===== src/kmst_pkg.sv =====
// Shared types and constants for the spanning tree engine.
// No dependencies; imported by every module of the block.
package kmst_pkg;

	localparam int RANK_BITS = 3;
	localparam logic [RANK_BITS-1:0] RANK_MAX = 3'd7;
	localparam logic [5:0] VC_RESET = 6'd26;
	localparam logic REG_VERTEX_COUNT = 1'b0;

	typedef enum logic [3:0] {
		ST_IDLE,
		ST_SORT_TOP,
		ST_SORT_TOPW,
		ST_SORT_SCAN,
		ST_SORT_SWAP_HI,
		ST_SORT_SWAP_LO,
		ST_FOREST,
		ST_NEXT,
		ST_EDGE_RD,
		ST_EDGE_W,
		ST_FIND_RD,
		ST_FIND_W,
		ST_JOIN,
		ST_JOIN_RANK,
		ST_FINISH
	} kmst_state_t;

endpackage


===== src/kmst_ram.sv =====
// Single-port-write, single-port-read synchronous RAM, registered read data.
// Depends on kmst_pkg only by house convention; holds edge and forest stores.
module kmst_ram #(
	parameter int DEPTH = 32,
	parameter int WIDTH = 8,
	parameter int AW = 5
) (
	input  logic             clk,
	input  logic             we,
	input  logic [AW-1:0]    waddr,
	input  logic [WIDTH-1:0] wdata,
	input  logic             re,
	input  logic [AW-1:0]    raddr,
	output logic [WIDTH-1:0] rdata
);
	import kmst_pkg::*;

	logic [WIDTH-1:0] mem [DEPTH];

	always_ff @(posedge clk) begin
		if (we) begin
			mem[waddr] <= wdata;
		end
	end

	always_ff @(posedge clk) begin
		if (re) begin
			rdata <= mem[raddr];
		end
	end

endmodule


===== config.mk =====
export PLATFORM = sky130hd
export DESIGN_NAME = kmst_ram
export DESIGN_NICKNAME = d
export VERILOG_FILES = /design/src/kmst_pkg.sv /design/src/kmst_ram.sv
export SDC_FILE = /design/constraint.sdc
export NUM_CORES = 1
export LEC_CHECK = 0
export BUFFER_PORTS_ARGS = -buffer_cell sky130_fd_sc_hd__buf_2
export CAP_MARGIN = 10
export CORE_MARGIN = 2
export CORE_UTILIZATION = 53
export DETAILED_ROUTE_END_ITERATION = 8
export HOLD_SLACK_MARGIN = 0.02
export PLACE_DENSITY = 0.76
export RECOVER_POWER = 100
export SLEW_MARGIN = 20
export SYNTH_ARGS = -nofsm -noshare
export SYNTH_HDL_FRONTEND = slang
export SYNTH_SLANG_ARGS = --single-unit

===== constraint.sdc =====
create_clock -name clk -period 3.6 [get_ports clk]
set_clock_uncertainty 0.05 [all_clocks]
set_input_delay 0.54 -clock clk [delete_from_list [all_inputs] [get_ports clk]]
set_output_delay 0.54 -clock clk [all_outputs]
set_load 0.05 [all_outputs]

==> metrics.cfg, run 1 <==
[run_status]
status = complete, but fails checks
violations = max-capacitance violations, max-slew violations

[layout]
layoutNonFillerInstCount = 704
multi_input_area_mm2 = 0.00210
mostFrequentLayoutCells = edfxtp_1 (264), mux4_2 (80), nor2_1 (33)
regArea_mm2 = 0.00793
area.growth.synth_to_final_pct = 11.1
fillers = 1204
antenna_cells = 0
num-nets-final = 476
final_common_cell = edfxtp_1
layout-drive-gt1-share = 0.279

[routing]
initialDrtViolationCount = 597
routedWlPerCell_um = 29.7
route.met2.wl_um = 9930
topRoutingLayerUsed = met4
wl_met3_um = 1970
viasPerCell = 6.52
post-route-drc-count = 0
dr.pass1.iters = 5
antenna_left = 0
dr_total_vias = 4593
wl_met1_um = 8430
routed_wl_um = 20900

[critical_path]
cp_max_fo = 27
cp-end-kind = flop
path_common_cell = mux4_2
crit_slowest_cell = mux4_2
cpPeakStageDelay_ns = 0.60
worst-setup-path-type = primary input to flop
worstPathArrival_ns = 2.56
cp_cell_sequence = buf_4 > buf_12 > mux4_2 > mux4_2 > mux2_2
critPathRequiredTime_ns = 3.82
critical_path.startpoint_type = primary input

[power]
powerDensity_mw_per_mm2 = 552
leakage_nw = 3.43
power.ir.vdd_worst_mv = 0.398
total_power_mw = 6.22

[global_routing]
grt_max_degree = 33
grtUsageTotal = 0.215
grt_pass1_vias = 4719
grt_pass1_wl_um = 30900
antenna_found_initial = 0
grt-ovfl-total = 0

[placed_design]
hpwl_um = 12700
dp.cells = 663
post-place-ws_ns = 0.724
io_buffers = 28
gp_congestion = 0.825

[flow_run]
drv_cap = 3

[timing]
fin_setup_tns_ns = 0
setup_viol = 0
post-route-min-period_ns = 2.34
rsz0062_at_grt = false
hold_viol = 0
max_freq_ghz = 0.427
drv_slew = 98
tightest_slew_ns = 1.56
slew_headroom = -0.0433
fin_ws_ns = 1.26
fin_crit_sh = 0.650

[synthesis]
synth_cell_types = 14
syn_inst = 417
ys_seq_area_frac = 0.782
synth_area_mm2 = 0.0101
synth-seq-cells = 264
synth.avg_cell_area_um2 = 24.3
yosys_warnings = 0
synthesis.nets = 438

[die]
row_count = 50
initial_core_util = 0.542
dieArea_mm2 = 0.0202
io_pins = 29
die_h_um = 142
coreArea_mm2 = 0.0187
die_x_um = 142

[cts]
post_cts_buffers = 0
insertion_delay_ns = 0.51
htreeDepth = 1
clockRootBuffer = clkbuf_16
cts_num_sinks = 264
clockBufferDepth = 3
cts_tree = yes
clkTransAtPathRegs_ns = 0.06
hold_buffers = 0
post_cts_resized = 0
numCtsBuffers = 24

[worst_hold_path]
hp-class = primary input to flop

==> critical path, delay by kind of cell <==
kind / cells / cell delay, ns
buf+inv: 2 / 0.57
mux: 3 / 1.42
==> power by group <==
part	leakage (nW)	internal [mW]	switching [mW]
Clock	0.360	1.41	1.01
Sequential	2.38	3.43	0.0171
Combinational	0.684	0.134	0.212
==> kinds of logic (layout without fill, tap and decap cells) <==
group | count (synthesis) | in the layout | synth area share
DFF | 264 | 264 | 0.782
muxes | 88 | 88 | 0.187
and+or+nand+nor | 45 | 45 | 0.0205
buffers and inverters | 20 | 73 | 0.0105
==> cells in the mapped netlist <==
master	number	area share
or3b_2	3	0.0026
mux4_2	80	0.18
nand2_1	1	0.00037
mux2_2	8	0.0089
or3_1	1	0.00062
nor2_1	33	0.012
nand3b_1	5	0.0037
buf_1	6	0.0022
clkbuf_1	6	0.0022
buf_2	1	0.00049
buf_4	6	0.0044
nand3_1	2	0.00099
edfxtp_1	264	0.78
buf_6	1	0.0011
==> flip-flops by register name, indices dropped and copies added (netlist names) <==
| signal | flops |
|---|---|
| mem | 256 |
| rdata | 8 |
==> layer usage <==
layer  GRT usage  vias up
met3      0.0414       38
met5           0        -
li1            -     1855
met1       0.317     2428
met2       0.336      272
met4      0.0626        0
==> cell type report <==
class | count | area share
Clock inverter | 8 | 0.00756
Tap cell | 234 | 0.0260
Multi-Input combinational cell | 133 | 0.187
Timing Repair Buffer | 32 | 0.0175
Clock buffer | 33 | 0.0582
Sequential cell | 264 | 0.704
==> final timing paths <==
kind / end / slack, ns / cells past startpoint / startpoint
min: rdata[7]$_DFFE_PP_ / 0.52 / 1 / re
max: rdata[2]$_DFFE_PP_ / 1.26 / 5 / raddr[0]
min reg2reg: rdata[1]$_DFFE_PP_ / 0.94 / 3 / mem[16][1]$_DFFE_PP_
max reg2reg: rdata[2]$_DFFE_PP_ / 1.57 / 3 / mem[31][2]$_DFFE_PP_
==> stage by stage <==
step	hold slack, ns	util	instance area (µm²)
finish	0.523	0.602	11300
global route	0.531	0.602	11300
CTS	0.372	0.603	11300
detailed placement	0.898	0.564	10500
global placement	0.900	0.564	10500
floorplan	0.589	-	10100
(Power assumes the default switching activity.)
==> inputs of run 2 (changes only) <==
--- a/config.mk
+++ b/config.mk
@@ -5,13 +5,14 @@
 export SDC_FILE = /design/constraint.sdc
 export NUM_CORES = 1
 export LEC_CHECK = 0
+export ABC_AREA = 1
 export BUFFER_PORTS_ARGS = -buffer_cell sky130_fd_sc_hd__buf_2
 export CAP_MARGIN = 10
 export CORE_MARGIN = 2
 export CORE_UTILIZATION = 53
 export DETAILED_ROUTE_END_ITERATION = 8
 export HOLD_SLACK_MARGIN = 0.02
-export PLACE_DENSITY = 0.76
+export PLACE_DENSITY = 0.75
 export RECOVER_POWER = 100
 export SLEW_MARGIN = 20
 export SYNTH_ARGS = -nofsm -noshare
==> constraint.sdc (replaced) <==
create_clock -name clk -period 2.2 [get_ports clk]
set_clock_uncertainty 0.05 [all_clocks]
set_input_delay 0.33 -clock clk [delete_from_list [all_inputs] [get_ports clk]]
set_output_delay 0.33 -clock clk [all_outputs]
set_load 0.05 [all_outputs]
==> metrics.cfg, run 2 <==
[run_status]
status = complete, but fails checks  ; unchanged
violations = max-capacitance violations, max-slew violations  ; unchanged

[timing]
setup_viol = 0  ; unchanged
hold_viol = 0  ; unchanged
post-route-min-period_ns = 1.81
slew_headroom = -0.125  ; was -0.0433
rsz0062_at_grt = false  ; unchanged
fin_setup_tns_ns = 0  ; unchanged
fin_ws_ns = 0.386  ; was 1.26 ns
max_freq_ghz = 0.551
fin_crit_sh = 0.825
drv_slew = 263  ; was 98
tightest_slew_ns = 1.69  ; was 1.56 ns

[routing]
routedWlPerCell_um = 19.5  ; was 29.7 µm
antenna_left = 0  ; unchanged
dr_total_vias = 6981  ; was 4593
post-route-drc-count = 0  ; unchanged
dr.pass1.iters = 6  ; was 5
initialDrtViolationCount = 990  ; was 597
routed_wl_um = 24600  ; was 20900 µm
viasPerCell = 5.54  ; was 6.52

[layout]
layout-drive-gt1-share = 0.0616  ; was 0.279
reg_top3 = mem (256), rdata (8)  ; unchanged
antenna_cells = 0  ; unchanged
final_common_cell = nand2_1  ; was edfxtp_1
regMostFlops = mem  ; unchanged
mostFrequentLayoutCells = nand2_1 (360), edfxtp_1 (264), nand3_1 (204)  ; was edfxtp_1 (264), mux4_2 (80), nor2_1 (33)
largest_reg_flops = 256  ; unchanged
area.growth.synth_to_final_pct = 9.97  ; was 11.1%
num-nets-final = 993  ; was 476

[cts]
hold_buffers = 0  ; unchanged
cts_num_sinks = 264  ; unchanged
insertion_delay_ns = 0.52  ; was 0.51 ns
clockRootBuffer = clkbuf_16  ; unchanged
htreeDepth = 1  ; unchanged
clkTransAtPathRegs_ns = 0.07  ; was 0.06 ns
post_cts_resized = 0  ; unchanged
post_cts_buffers = 0  ; unchanged
clockBufferDepth = 3  ; unchanged
numCtsBuffers = 24  ; unchanged
cts_tree = yes  ; unchanged

[die]
initial_core_util = 0.539  ; was 0.542
io_pins = 29  ; unchanged
die_h_um = 147  ; was 142 µm
die_x_um = 147  ; was 142 µm
row_count = 52  ; was 50
coreArea_mm2 = 0.0202  ; was 0.0187 mm²
dieArea_mm2 = 0.0217  ; was 0.0202 mm²

[placed_design]
gp_congestion = 0.835  ; was 0.825
io_buffers = 28  ; unchanged
post-place-ws_ns = 0.290  ; was 0.724 ns
hpwl_um = 14300  ; was 12700 µm

[synthesis]
synth_top_cell_by_area = edfxtp_1  ; unchanged
synth_top_cell_area_share = 0.730  ; was 0.782
synth_edf_count = 264  ; unchanged
yosysMostFrequentCell = nand2_1  ; was edfxtp_1
synthArstFlopShare = 0  ; unchanged
synth_cell_types = 11  ; was 14
synth_area_mm2 = 0.0109  ; was 0.0101 mm²
ys.flop_type = edfxtp_1  ; unchanged
syn_inst = 922  ; was 417
ys_top_cells_by_count = nand2_1 (360), edfxtp_1 (264), nand3_1 (204)  ; was edfxtp_1 (264), mux4_2 (80), nor2_1 (33)
synth_area_leaders = edfxtp_1 (73%), nand2_1 (12%), nand3_1 (9.4%), buf_6 (2.5%), nor2_1 (1.1%)  ; was edfxtp_1 (78%), mux4_2 (18%), nor2_1 (1.2%), mux2_2 (0.89%), buf_4 (0.44%)
synth.avg_cell_area_um2 = 11.8  ; was 24.3 µm²
synthesis.nets = 943  ; was 438
yosys_warnings = 0  ; unchanged
synth-seq-cells = 264  ; unchanged
ys_seq_area_frac = 0.730  ; was 0.782

[flow_run]
drv_cap = 8  ; was 3

[global_routing]
grt_pass1_vias = 6820  ; was 4719
grtUsageTotal = 0.231  ; was 0.215
antenna_found_initial = 0  ; unchanged
grt-ovfl-total = 0  ; unchanged
grt_pass1_wl_um = 38300  ; was 30900 µm
grt_max_degree = 129  ; was 33

[critical_path]
crit_slowest_cell = clkbuf_1  ; was mux4_2
path_buf_inv = 1  ; was 2
cp_cell_sequence = clkbuf_1  ; was buf_4 > buf_12 > mux4_2 > mux4_2 > mux2_2
r2r_start = mem[9][2]$_DFFE_PP_  ; was mem[31][2]$_DFFE_PP_
critPathRequiredTime_ns = 1.82  ; was 3.82 ns
critical_path.startpoint_type = flop  ; was primary input
cp-end-kind = output pin  ; was flop
crit_family = buffers and inverters  ; was multiplexers
worstPathArrival_ns = 1.43  ; was 2.56 ns
cp_max_fo = 1  ; was 27
cpPeakStageDelay_ns = 0.50  ; was 0.60 ns
worst-setup-path-type = flop to output pin  ; was primary input to flop
critical_path.startpoint = rdata[3]$_DFFE_PP_  ; was raddr[0]

[worst_hold_path]
hp-class = primary input to flop  ; unchanged
min_from = raddr[4]  ; was re

[power]
leakage_nw = 4.34  ; was 3.43 nW
power.ir.vdd_worst_mv = 0.695  ; was 0.398 mV
powerDensity_mw_per_mm2 = 869  ; was 552 mW/mm²

-- run 2: cell types whose count changed after synthesis, moves of 2 or more --
cell / previous run / this run
buf_1: 6 / 2
buf_2: 1 / 15
buf_4: 6 / 4
buf_6: 1 / 24
inv_1: 0 / 8
inv_2: 0 / 2
mux2_2: 8 / 0
mux4_2: 80 / 0
nand2_1: 1 / 360
nand3_1: 2 / 204
nand3b_1: 5 / 0
or3b_2: 3 / 0
-- run 2: path summary, 6_finish.rpt --
check | cells after the start | to | slack (ns)
max reg2reg | 8 | rdata[2]$_DFFE_PP_ | 0.85
max | 1 | rdata[3] | 0.39
min reg2reg | 8 | rdata[4]$_DFFE_PP_ | 0.80
min | 3 | rdata[4]$_DFFE_PP_ | 0.19
-- run 2: layout make-up --
cell class                      instances  area (µm²)
Timing Repair Buffer                   76         389
Multi-Input combinational cell        596        2490
Tap cell                              270         338
Clock inverter                         16         128
Fill cell                            1644        8220
Sequential cell                       264        7930
Inverter                               10        38.8
Clock buffer                           28         637
-- run 2: where the power goes --
part | total (mW) | internal [mW] | switching [mW] | leakage (nW)
clock | 4.06 | 2.31 | 1.75 | 0.381
combinational | 0.683 | 0.165 | 0.518 | 1.57
sequential | 5.64 | 5.62 | 0.0267 | 2.39
total | 10.4 | 8.09 | 2.30 | 4.34
-- run 2: per-layer routing --
layer	GRT usage	share of wire	vias up
li1	-	-	3307
met1	0.333	0.42	3326
met2	0.375	0.48	290
met3	0.0273	0.073	58
met4	0.0692	0.027	0
met5	0	0	-
-- run 2: through the flow --
step,cells,utilization,power (mW),area (µm²),hold slack [ns]
after floorplan,922,-,6.18,10900,0.379
after global placement,1216,0.563,6.42,11300,0.647
after detailed placement,1216,0.563,6.44,11300,0.640
after CTS,1260,0.601,10.4,12100,0.0999
after global routing,1260,0.592,10.7,12000,0.198
final,1260,0.592,10.4,12000,0.188
-- run 2: cells by family after synthesis --
kind of cell,synth area share
buffers and inverters,0.0411
DFF,0.730
and+or+nand+nor,0.229
==> inputs of run 3 (changes only) <==
--- a/config.mk
+++ b/config.mk
@@ -5,14 +5,14 @@
 export SDC_FILE = /design/constraint.sdc
 export NUM_CORES = 1
 export LEC_CHECK = 0
-export ABC_AREA = 1
+export ABC_AREA = 0
 export BUFFER_PORTS_ARGS = -buffer_cell sky130_fd_sc_hd__buf_2
 export CAP_MARGIN = 10
 export CORE_MARGIN = 2
 export CORE_UTILIZATION = 53
 export DETAILED_ROUTE_END_ITERATION = 8
 export HOLD_SLACK_MARGIN = 0.02
-export PLACE_DENSITY = 0.75
+export PLACE_DENSITY = 0.76
 export RECOVER_POWER = 100
 export SLEW_MARGIN = 20
 export SYNTH_ARGS = -nofsm -noshare
==> constraint.sdc (replaced) <==
create_clock -name clk -period 1.8 [get_ports clk]
set_clock_uncertainty 0.05 [all_clocks]
set_input_delay 0.27 -clock clk [delete_from_list [all_inputs] [get_ports clk]]
set_output_delay 0.27 -clock clk [all_outputs]
set_load 0.05 [all_outputs]
==> metrics.cfg, run 3 (same netlist as run 1, synthesis figures left out) <==
[critical_path]
crit_family = multiplexers  ; was buffers and inverters
path_common_cell = mux4_2
rr_endpoint = rdata[1]$_DFFE_PP_  ; was rdata[2]$_DFFE_PP_
critPathRequiredTime_ns = 2.03  ; was 1.82 ns
r2r_cells = 3  ; was 8
cpPeakStageDelay_ns = 0.54  ; was 0.50 ns
cp_max_fo = 1  ; unchanged
crit_slowest_cell = mux4_2  ; was clkbuf_1
worstPathArrival_ns = 2.26  ; was 1.43 ns
critical_path.startpoint_type = flop  ; unchanged
r2r_setup_slack_ns = -0.23  ; was 0.85 ns
cp-end-kind = flop  ; was output pin
worst-setup-path-type = flop to flop  ; was flop to output pin
cp_cell_sequence = mux4_2 > mux4_2 > mux2_4  ; was clkbuf_1
path_buf_inv = 0  ; was 1
r2r_start = mem[21][1]$_DFFE_PP_  ; was mem[9][2]$_DFFE_PP_

[layout]
regMostFlops = mem  ; unchanged
final_common_cell = edfxtp_1  ; was nand2_1
mostFrequentLayoutCells = edfxtp_1 (264), mux4_2 (80), clkbuf_1 (49)  ; was nand2_1 (360), edfxtp_1 (264), nand3_1 (204)
reg_top3 = mem (256), rdata (8)  ; unchanged
post-route-util = 0.624  ; was 0.592
area.growth.synth_to_final_pct = 15.2  ; was 9.97%
antenna_cells = 0  ; unchanged
largest_reg_flops = 256  ; unchanged
layout-drive-gt1-share = 0.304  ; was 0.0616
num-nets-final = 521  ; was 993

[power]
power.switching_mw = 2.67  ; was 2.30 mW
power.ir.vdd_worst_mv = 0.786  ; was 0.695 mV
p_clk_frac = 0.421  ; was 0.391
sw_frac_of_total = 0.203  ; was 0.221
p_seq_frac = 0.524  ; was 0.543
powerDensity_mw_per_mm2 = 1130  ; was 869 mW/mm²
internal_power_mw = 10.5  ; was 8.09 mW
pwr-share-comb = 0.055  ; was 0.066
leakage_nw = 3.63  ; was 4.34 nW

[global_routing]
grt_pass1_vias = 4781  ; was 6820
grt_max_degree = 33  ; was 129
grt_pass1_wl_um = 30900  ; was 38300 µm
grt-ovfl-total = 0  ; unchanged
grtUsageTotal = 0.216  ; was 0.231
antenna_found_initial = 0  ; unchanged

[routing]
post-route-drc-count = 0  ; unchanged
viasPerCell = 6.23  ; was 5.54
dr_total_vias = 4694  ; was 6981
routed_wl_um = 21000  ; was 24600 µm
dr.pass1.iters = 5  ; was 6
routedWlPerCell_um = 27.9  ; was 19.5 µm
initialDrtViolationCount = 541  ; was 990
antenna_left = 0  ; unchanged

[worst_hold_path]
hold_end = rdata[1]$_DFFE_PP_  ; was rdata[4]$_DFFE_PP_
hold_path_depth = 1  ; was 3
min_from = re  ; was raddr[4]
hp-class = primary input to flop  ; unchanged

[run_status]
status = complete, but fails checks  ; unchanged
violations = max-capacitance violations, max-slew violations, negative setup slack  ; was max-capacitance violations, max-slew violations

[die]
die_h_um = 142  ; was 147 µm
row_count = 50  ; was 52
initial_core_util = 0.542  ; was 0.539
die_x_um = 142  ; was 147 µm
io_pins = 29  ; unchanged
coreArea_mm2 = 0.0187  ; was 0.0202 mm²
dieArea_mm2 = 0.0202  ; was 0.0217 mm²

[placed_design]
io_buffers = 28  ; unchanged
gp_congestion = 0.788  ; was 0.835
hpwl_um = 12600  ; was 14300 µm

[cts]
cts_num_sinks = 264  ; unchanged
clockBufferDepth = 3  ; unchanged
insertion_delay_ns = 0.52  ; about the same
clockRootBuffer = clkbuf_16  ; unchanged
post_cts_buffers = 0  ; unchanged
htreeDepth = 1  ; unchanged
numCtsBuffers = 26  ; was 24
cts_tree = yes  ; unchanged
clkTransAtPathRegs_ns = 0.06  ; was 0.07 ns

[flow_run]
drv_cap = 1  ; was 8

[timing]
fin_crit_sh = 1.13
setup_viol = 8  ; was 0
fin_ws_ns = -0.231  ; was 0.386 ns
max_freq_ghz = 0.492
slew_headroom = -0.00730  ; was -0.125
rsz0062_at_grt = true  ; was false
hold_viol = 0  ; unchanged
hold_ws_ns = 0.184  ; was 0.188 ns
post-route-min-period_ns = 2.03
drv_slew = 33  ; was 263
tightest_slew_ns = 1.51  ; was 1.69 ns

==> run 3: cell types whose count changed in the layout (fill, tap and decap cells not counted), sizes merged <==
cell      delta
clkinv       -5
mux4        +80
or3b         +3
bufinv       +2
nand3      -202
nor2         +1
or3          +1
inv          -8
buf          +3
mux2         +8
nand2      -359
clkinvlp     +3
clkbuf       -2
nand3b       +5
==> run 3: final cells by class <==
type	count	area [µm²]
clock inverters	18	200
well taps	234	293
clock buffers	30	687
flip-flops and latches	264	7930
fillers	1227	7040
repair buffers	75	444
multi-input cells	133	2120
==> run 3: metrics by stage <==
step,TNS (ns),cell area (µm²),power (mW),instances,worst slack [ns]
finish,-1.54,11700,13.2,754,-0.231
global placement,-4.40,10900,7.72,706,-0.582
CTS,-1.60,11800,13.2,754,-0.231
detailed placement,-4.53,10900,7.74,706,-0.606
floorplan,-2.05,10200,7.46,417,-0.256
global route,-1.71,11700,13.5,754,-0.248
==> run 3: how the worst max path moves through the flow <==
stage | endpoint | from | depth (start not counted)
2_1_floorplan | rdata[0]$_DFFE_PP_ | raddr[0] | 5
3_3_place_gp | rdata[0]$_DFFE_PP_ | raddr[0] | 5
3_5_place_dp | rdata[0]$_DFFE_PP_ | raddr[0] | 5
4_1_cts | rdata[2]$_DFFE_PP_ | mem[31][2]$_DFFE_PP_ | 3
5_1_grt | rdata[3]$_DFFE_PP_ | mem[23][3]$_DFFE_PP_ | 3
6_report | rdata[1]$_DFFE_PP_ | mem[21][1]$_DFFE_PP_ | 3
==> run 3: routing by layer <==
| metal | global-route usage | routed length (µm) | part of all wire | vias up |
|---|---|---|---|---|
| met3 | 0.0343 | 1690 | 0.080 | 37 |
| met5 | 0 | 0 | 0 | - |
| li1 | - | - | - | 1949 |
| met4 | 0.0642 | 533 | 0.025 | 0 |
| met2 | 0.346 | 10400 | 0.49 | 227 |
| met1 | 0.313 | 8460 | 0.40 | 2481 |
==> run 3: what timing repair did <==
item,in CTS,in global routing
resized for setup,2,3
hold buffers,0,0
setup endpoints to repair,8,8
==> run 3: power groups by stage <==
stage	Combinational (mW)	Clock, mW	Sequential [mW]
floorplan	0.394	0	7.07
global placement	0.707	0	7.01
detailed placement	0.724	0	7.02
CTS	0.740	5.61	6.89
global route	0.767	5.86	6.90
finish	0.723	5.54	6.89
